[config.mk]
export PLATFORM = sky130hd
export DESIGN_NAME = periodic_message_scheduler_top
export DESIGN_NICKNAME = d
export VERILOG_FILES = /design/src/rtl/core/pms_pkg.sv /design/src/rtl/core/pms_ram.sv /design/src/rtl/core/pms_select.sv /design/src/rtl/core/periodic_message_scheduler_top.sv
export SDC_FILE = /design/constraint.sdc
export NUM_CORES = 2
export LEC_CHECK = 0
export BUFFER_PORTS_ARGS = -buffer_cell sky130_fd_sc_hd__clkbuf_2
export CAP_MARGIN = 40
export CORE_ASPECT_RATIO = 2
export CORE_MARGIN = 1
export CORE_UTILIZATION = 40
export CTS_CLUSTER_DIAMETER = 50
export DETAILED_ROUTE_END_ITERATION = 8
export PLACE_DENSITY_LB_ADDON = 0.1
export SLEW_MARGIN = 20
export SYNTH_ARGS = -nofsm -noshare
export SYNTH_HDL_FRONTEND = slang
export SYNTH_SLANG_ARGS = --single-unit
[constraint.sdc]
create_clock -name i_clk -period 7.6 [get_ports i_clk]
set_input_delay 0.76 -clock i_clk [delete_from_list [all_inputs] [get_ports i_clk]]
set_output_delay 0.76 -clock i_clk [all_outputs]
set_load 0.005 [all_outputs]
[src/rtl/core/pms_pkg.sv]
// ----------------------------------------------------------------------------
// pms_pkg
// Shared types and codes for the periodic message scheduler: command and
// status codes, the packed table entry and the sequencer states.
// ----------------------------------------------------------------------------
package pms_pkg;

    // field widths
    localparam int unsigned CMD_W    = 2;
    localparam int unsigned ID_W     = 16;
    localparam int unsigned PER_W    = 16;
    localparam int unsigned DUE_W    = 32;
    localparam int unsigned STATUS_W = 2;

    // command codes
    localparam logic [CMD_W-1:0] CMD_CLEAR    = 2'd0;
    localparam logic [CMD_W-1:0] CMD_LOAD     = 2'd1;
    localparam logic [CMD_W-1:0] CMD_DISPATCH = 2'd2;

    // status codes
    localparam logic [STATUS_W-1:0] ST_OK    = 2'd0;
    localparam logic [STATUS_W-1:0] ST_EMPTY = 2'd1;
    localparam logic [STATUS_W-1:0] ST_FULL  = 2'd2;

    // one table entry as stored in the ram
    typedef struct packed {
        logic [DUE_W-1:0] due;
        logic [PER_W-1:0] per;
        logic [ID_W-1:0]  id;
    } t_entry;

    // control for the minimum tracker, one per read data beat
    typedef struct packed {
        logic vld;
        logic first;
    } t_sel_ctl;

    // sequencer states
    typedef enum logic [1:0] {
        S_IDLE,
        S_SCAN,
        S_WAIT,
        S_FINISH
    } t_state;

endpackage

[src/rtl/core/pms_ram.sv]
// ----------------------------------------------------------------------------
// pms_ram
// Generic simple dual-port ram: one write port and one read port
// with a registered read.
// ----------------------------------------------------------------------------
module pms_ram #(
    parameter int unsigned WIDTH = 64,
    parameter int unsigned DEPTH = 64
) (
    input  logic                     i_clk,
    input  logic                     i_we,
    input  logic [$clog2(DEPTH)-1:0] i_waddr,
    input  logic [WIDTH-1:0]         i_wdata,
    input  logic                     i_re,
    input  logic [$clog2(DEPTH)-1:0] i_raddr,
    output logic [WIDTH-1:0]         o_rdata
);

    logic [WIDTH-1:0] r_mem [DEPTH];
    logic [WIDTH-1:0] r_rdata;

    // write port
    always_ff @(posedge i_clk) begin
        if (i_we) begin
            r_mem[i_waddr] <= i_wdata;
        end
    end

    // registered read port
    always_ff @(posedge i_clk) begin
        if (i_re) begin
            r_rdata <= r_mem[i_raddr];
        end
    end

    assign o_rdata = r_rdata;

endmodule

[src/rtl/core/pms_select.sv]
// ----------------------------------------------------------------------------
// pms_select
// Running minimum over the entries streamed out of the table ram. Orders by
// due time, then identifier; on a full tie the earlier slot is kept.
// ----------------------------------------------------------------------------
module pms_select #(
    parameter int unsigned AW = 6
) (
    input  logic              i_clk,
    input  pms_pkg::t_sel_ctl i_ctl,
    input  logic [AW-1:0]     i_idx,
    input  pms_pkg::t_entry   i_entry,
    output logic [AW-1:0]     o_best_idx,
    output pms_pkg::t_entry   o_best
);
    import pms_pkg::*;

    logic [AW-1:0] r_best_idx;
    t_entry        r_best;
    logic          ranks_first;
    logic          take;

    // strict ordering keeps the lowest slot on a full tie
    always_comb begin
        ranks_first = (i_entry.due < r_best.due) ||
                      ((i_entry.due == r_best.due) && (i_entry.id < r_best.id));
        take        = i_ctl.vld && (i_ctl.first || ranks_first);
    end

    // best candidate so far
    always_ff @(posedge i_clk) begin
        if (take) begin
            r_best_idx <= i_idx;
            r_best     <= i_entry;
        end
    end

    assign o_best_idx = r_best_idx;
    assign o_best     = r_best;

endmodule

[src/rtl/core/periodic_message_scheduler_top.sv]
// ----------------------------------------------------------------------------
// periodic_message_scheduler_top
// Table of periodic users with clear, load and dispatch commands.
// ----------------------------------------------------------------------------
// One command item in, one result item out. The table lives in a single ram
// (identifier, period and due time per slot) with one read and one write port.
// Clear, load, an unused command, a dispatch on an empty table and a load into
// a full table go from accept to commit with no table read. A dispatch on a
// non-empty table reads one entry per cycle in the scan state while a running
// minimum is kept, then the wait state drains the ram read latency and the
// finish state writes the advanced due time back and posts the result. The result
// sits in an output register, so the next command is taken while it waits;
// the commit of that next command waits until the register is free. The table
// needs no clearing pass after reset: only slots below the user count are read.
// ----------------------------------------------------------------------------
module periodic_message_scheduler_top #(
    parameter int unsigned MAX_USERS = 64
) (
    input  logic        i_clk,
    input  logic        i_rst_n,
    // command items
    input  logic        s_axis_tvalid,
    output logic        s_axis_tready,
    input  logic [31:0] s_axis_tdata,   // [15:0] user_id, [31:16] period
    input  logic [1:0]  s_axis_tuser,   // [1:0] cmd
    // result items
    output logic        m_axis_tvalid,
    input  logic        m_axis_tready,
    output logic [15:0] m_axis_tdata,   // [15:0] sent_id
    output logic [1:0]  m_axis_tuser    // [1:0] status
);
    import pms_pkg::*;

    localparam int unsigned AW = $clog2(MAX_USERS);
    localparam int unsigned CW = $clog2(MAX_USERS + 1);

    // registers and next values
    t_state               r_state, n_state;
    logic [CMD_W-1:0]     r_cmd, n_cmd;
    logic [ID_W-1:0]      r_uid, n_uid;
    logic [PER_W-1:0]     r_per, n_per;
    logic [CW-1:0]        r_count, n_count;
    logic [AW-1:0]        r_idx, n_idx;
    t_sel_ctl             r_sel, n_sel;
    logic [AW-1:0]        r_sel_idx, n_sel_idx;
    logic                 r_out_vld, n_out_vld;
    logic [ID_W-1:0]      r_out_id, n_out_id;
    logic [STATUS_W-1:0]  r_out_st, n_out_st;

    // ram and select unit wiring
    logic                 ram_we;
    logic [AW-1:0]        ram_waddr;
    t_entry               ram_wdata;
    logic                 ram_re;
    t_entry               ram_rdata;
    logic [AW-1:0]        best_idx;
    t_entry               best;

    logic                 out_free;
    logic                 scan_last;
    logic                 tbl_full;
    logic [DUE_W:0]       due_sum;
    logic [DUE_W-1:0]     due_next;

    pms_ram #(
        .WIDTH ($bits(t_entry)),
        .DEPTH (MAX_USERS)
    ) u_ram (
        .i_clk   (i_clk),
        .i_we    (ram_we),
        .i_waddr (ram_waddr),
        .i_wdata (ram_wdata),
        .i_re    (ram_re),
        .i_raddr (r_idx),
        .o_rdata (ram_rdata)
    );

    pms_select #(
        .AW (AW)
    ) u_select (
        .i_clk      (i_clk),
        .i_ctl      (r_sel),
        .i_idx      (r_sel_idx),
        .i_entry    (ram_rdata),
        .o_best_idx (best_idx),
        .o_best     (best)
    );

    // helpers
    always_comb begin
        out_free  = !r_out_vld || m_axis_tready;
        scan_last = (CW'(r_idx) + CW'(1)) == r_count;
        tbl_full  = r_count == CW'(MAX_USERS);
        due_sum   = {1'b0, best.due} + (DUE_W+1)'(best.per);
        due_next  = due_sum[DUE_W] ? {DUE_W{1'b1}} : due_sum[DUE_W-1:0];
    end

    // sequencer: next state and outputs
    always_comb begin
        n_state       = r_state;
        n_cmd         = r_cmd;
        n_uid         = r_uid;
        n_per         = r_per;
        n_count       = r_count;
        n_idx         = r_idx;
        n_sel         = '0;
        n_sel_idx     = r_idx;
        n_out_vld     = r_out_vld && !m_axis_tready;
        n_out_id      = r_out_id;
        n_out_st      = r_out_st;
        s_axis_tready = 1'b0;
        ram_re        = 1'b0;
        ram_we        = 1'b0;
        ram_waddr     = r_count[AW-1:0];
        ram_wdata     = '0;

        unique case (r_state)
            S_IDLE: begin
                s_axis_tready = 1'b1;
                if (s_axis_tvalid) begin
                    n_cmd = s_axis_tuser;
                    n_uid = s_axis_tdata[15:0];
                    n_per = s_axis_tdata[31:16];
                    n_idx = '0;
                    if (s_axis_tuser == CMD_DISPATCH && r_count != '0) begin
                        n_state = S_SCAN;
                    end else begin
                        n_state = S_FINISH;
                    end
                end
            end
            // one table read per cycle
            S_SCAN: begin
                ram_re      = 1'b1;
                n_sel.vld   = 1'b1;
                n_sel.first = (r_idx == '0);
                if (scan_last) begin
                    n_state = S_WAIT;
                end else begin
                    n_idx = r_idx + AW'(1);
                end
            end
            // last read data reaches the select unit
            S_WAIT: begin
                n_state = S_FINISH;
            end
            // commit side effects together with the result
            S_FINISH: begin
                if (out_free) begin
                    n_state   = S_IDLE;
                    n_out_vld = 1'b1;
                    n_out_id  = '0;
                    n_out_st  = ST_OK;
                    case (r_cmd)
                        CMD_CLEAR: begin
                            n_count = '0;
                        end
                        CMD_LOAD: begin
                            if (tbl_full) begin
                                n_out_st = ST_FULL;
                            end else begin
                                ram_we        = 1'b1;
                                ram_waddr     = r_count[AW-1:0];
                                ram_wdata.id  = r_uid;
                                ram_wdata.per = r_per;
                                ram_wdata.due = DUE_W'(r_per);
                                n_count       = r_count + CW'(1);
                            end
                        end
                        CMD_DISPATCH: begin
                            if (r_count == '0) begin
                                n_out_st = ST_EMPTY;
                            end else begin
                                n_out_id      = best.id;
                                ram_we        = 1'b1;
                                ram_waddr     = best_idx;
                                ram_wdata.id  = best.id;
                                ram_wdata.per = best.per;
                                ram_wdata.due = due_next;
                            end
                        end
                        default: begin
                        end
                    endcase
                end
            end
            default: begin
                n_state = S_IDLE;
            end
        endcase
    end

    // control registers
    always_ff @(posedge i_clk) begin
        if (!i_rst_n) begin
            r_state   <= S_IDLE;
            r_count   <= '0;
            r_sel     <= '0;
            r_out_vld <= 1'b0;
        end else begin
            r_state   <= n_state;
            r_count   <= n_count;
            r_sel     <= n_sel;
            r_out_vld <= n_out_vld;
        end
    end

    // payload registers
    always_ff @(posedge i_clk) begin
        r_cmd     <= n_cmd;
        r_uid     <= n_uid;
        r_per     <= n_per;
        r_idx     <= n_idx;
        r_sel_idx <= n_sel_idx;
        r_out_id  <= n_out_id;
        r_out_st  <= n_out_st;
    end

    assign m_axis_tvalid = r_out_vld;
    assign m_axis_tdata  = r_out_id;
    assign m_axis_tuser  = r_out_st;

    // user count stays within the table
    a_count_range: assert property (@(posedge i_clk) disable iff (!i_rst_n)
        r_count <= CW'(MAX_USERS))
        else $error("user count beyond table size");

    // a scan only runs over a non-empty table
    a_scan_nonempty: assert property (@(posedge i_clk) disable iff (!i_rst_n)
        (r_state == S_SCAN) |-> (r_count != '0))
        else $error("scan started on empty table");

    // read data beats only while a scan is draining
    a_sel_window: assert property (@(posedge i_clk) disable iff (!i_rst_n)
        r_sel.vld |-> (r_state == S_SCAN || r_state == S_WAIT))
        else $error("select beat outside scan");

    // a commit always posts a result
    a_commit_result: assert property (@(posedge i_clk) disable iff (!i_rst_n)
        (r_state == S_FINISH && out_free) |=> m_axis_tvalid)
        else $error("commit without result");

endmodule

==> flow_summary.yaml <==
worst_setup_path:
  crit_path_frequent_cell: "buf_4"
  rr_startpoint: "r_cmd[0]"
  crit_family: "buffers and inverters"
  start_kind: "flop"
  cp.buffers_inverters: 5
  critical_path_class: "flop to flop"
  cpPeakStageDelay_ns: 0.63
  cp-startpoint: "r_cmd[0]"
  crit_fanout: 32
  cp_data_required_time_ns: 8.20
  worstPathArrival_ns: 5.66
  end_kind: "flop"
  path_cells: "inv_1, ha_1, clkinv_1, nor3_2, buf_4, nor2_1, nor2b_1, nand2_1, nor2_4, buf_4, buf_4"
  slowest_stage: "clkinv_1"
power_and_ir_drop:
  cellPowerDensity_mw_per_mm2: 325.4
  switching_share_pct: 31.06
  cellLeakagePower_nw: 51.33
  p_seq_share_pct: 43.6
  combPwrFrac_pct: 24.6
  p_int_w: 0.04235
  irDropWorstVdd_uv: 320.3
  p_sw_w: 0.01908
  clockPowerShare_pct: 31.8
floorplan:
  start_util_pct: 40.15
  die_area_mm2: 0.4176
  chipWidth_um: 457.5
  core_mm2: 0.4133
  die_h_um: 912.9
  io_pins: 58
  fp-row-count: 334
timing:
  whs_ns: 0.1200
  setup_viol: 0
  slew_headroom_pct: 30.49
  fin_crit_sh_pct: 66.60
  tns_ns: 0
  tightest_slew_ns: 1.040
  finalCriticalPeriod_ns: 5.062
  finalHoldViolations: 0
  finClkSkew_ns: 0.05298
  maxSlewViolCount: 0
  worst_slack_ns: 2.538
  rsz0062_at_grt: "no"
  fmax_mhz: 197.6
clocking:
  cts_root_buf: "clkbuf_16"
  clkTransAtPathRegs_ns: 0.07
  cts_sinks: 4306
  ctsLongestPathBuffers: 4
  clock_latency_ns: 1.01
  cts_buffers: 379
  tritoncts: "built"
  post_cts_resized: 0
  htree_levels: 5
placement:
  io_buffers: 57
  place_hpwl_um: 340600
  gp_congestion: 0.8905
  pre_cts_ws_ns: 2.416
  placed_cells: 12860
  dpl-instance-area_mm2: 0.1761
detailed_routing:
  num_vias: 81700
  drc_errors: 0
  ant_nets: 0
  wl_per_cell_um: 40.57
  drt_iter0_markers: 8274
  drt-pass1-iter-count: 5
  vias_per_cell: 6.011
  wl_um: 551400
finish:
  design_area_mm2: 0.1888
  stdcell_count: 13590
  drive_above_1_share_pct: 26.86
  areaGrowthSynthToFinish_pct: 13.74
  final_nets: 8011
  nFillCells: 34250
synthesis:
  async_flop_share_pct: 0
  synth-seq-cells: 4306
  synth_area_leader_cell: "edfxtp_1"
  synth-seq-area-share_pct: 77.81
  synth_nets: 7547
  synthTopCellsByArea: "edfxtp_1 (78%), mux4_2 (15%), mux2i_1 (1.0%), nand2_1 (0.81%), ha_1 (0.56%)"
  ys_types: 70
  ys.flop_type: "edfxtp_1"
  synthCells: 7434
  yosys_warnings: 0
  syn_area_mm2: 0.1660
  synth_commonest_cells: "edfxtp_1 (4288), mux4_2 (1092), nand2_1 (359)"
  synth_edf_count: 4288
  yosysTopAreaCellShare_pct: 77.59
  synth_most_common_cell: "edfxtp_1"
  synth_area_per_cell_um2: 22.32
grt:
  grt_max_degree: 94
  overflow: 0
  grt_pass1_vias: 85150
  grt_pass1_wl_um: 744300
  track_usage_pct: 26.28
  antenna_found_initial: 30
job:
  cap_viol_max_count: 0
worst_hold_path:
  hold_start: "s_axis_tdata[0]"
  hp-class: "input port to flop"
outcome:
  status: "finished, final reports clean"
-- power groups by stage --
| stage | clock network, W | logic [W] | registers [W] |
|---|---|---|---|
| 2_1_floorplan | 0 | 0.00905 | 0.0270 |
| 3_3_place_gp | 0 | 0.0152 | 0.0273 |
| 3_5_place_dp | 0 | 0.0154 | 0.0273 |
| 4_1_cts | 0.0199 | 0.0154 | 0.0268 |
| 5_1_grt | 0.0206 | 0.0157 | 0.0268 |
| 6_report | 0.0195 | 0.0151 | 0.0268 |
-- placed cells by master, fill, tap and decap left out, types with 32 or more instances in the layout --
cell       count
mux2i_1      172
buf_12        86
nor3_1        33
nand3_1       66
nor2_4        84
mux4_2      1092
nor2_1       111
a31oi_1       32
ha_1          73
bufinv_16     36
clkinv_1      75
clkinv_2      62
clkbuf_2      57
clkbuf_16    388
inv_1         62
o221ai_1      62
a21oi_1      106
nand2_1      343
o21ai_0       35
and3_1        39
clkbuf_1      77
edfxtp_1    4288
o22ai_1       68
buf_4        267
-- metrics by stage --
stage / power, W / utilization (%)
after floorplan: 0.03601 / -
after detailed placement: 0.04265 / 42.61
after CTS: 0.06203 / 45.61
after global placement: 0.04254 / 42.39
final: 0.06142 / 45.67
after global routing: 0.06307 / 45.66
-- flip-flops by register name, indices dropped and copies added, names as in the netlist, 6 cells and up --
name                 count
u_select.o_best         64
r_uid                   16
u_select.o_best_idx      6
r_count                  7
r_per                   16
u_ram.o_rdata           64
u_ram.r_mem           4096
r_sel_idx                6
n_sel_idx                6
m_axis_tdata            16
-- kinds of logic (layout without fill, tap and decap cells) --
group                      Yosys count  count (layout)  share of synthesized area, %
muxes                             1265            1265                         15.86
AOI/OAI and AO/OA                  523             523                         2.165
DFF                               4306            4306                         77.81
buffers and inverters              452            1217                         1.368
adders and majority gates           75              75                        0.5700
and+or+nand+nor                    776             776                         2.030
xor gates and xnor gates            37              37                        0.1953
other                                0              17                             0
-- repair_timing --
action | 4_1_cts | 5_1_grt
endpoints found under the setup margin | 0 | 0
setup buffers | 0 | 0
endpoints found under the hold margin | 29 | 0
hold buffers | 29 | 0
-- routing by layer --
metal,part of all wire [%],up-vias,global-route usage [%]
met3,4.3,828,2.984
met2,55,2759,49.61
met4,5.1,6,11.65
met1,35,45790,29.46
met5,0.0080,-,0
li1,-,32310,-
-- area by class of cell --
type / instances / area [um2] / area share, %
clock inverter: 214 / 2069 / 1.096
tap: 5376 / 6726 / 3.564
timing repair buffer: 468 / 4990 / 2.644
inverter: 67 / 274.0 / 0.1452
antenna: 17 / 42.54 / 0.02254
sequential: 4306 / 129100 / 68.41
clock buffer: 468 / 10040 / 5.319
multi-input combinational: 2676 / 35490 / 18.80
-- final timing paths --
path	endpoint	cells past startpoint	slack (ns)
min reg2reg	u_select.o_best_idx[3]	0	0.41
max	u_ram.r_mem[1][29]	11	2.54
max reg2reg	u_ram.r_mem[1][29]	11	2.54
min	r_uid[0]	1	0.12
(Power assumes the default switching activity.)
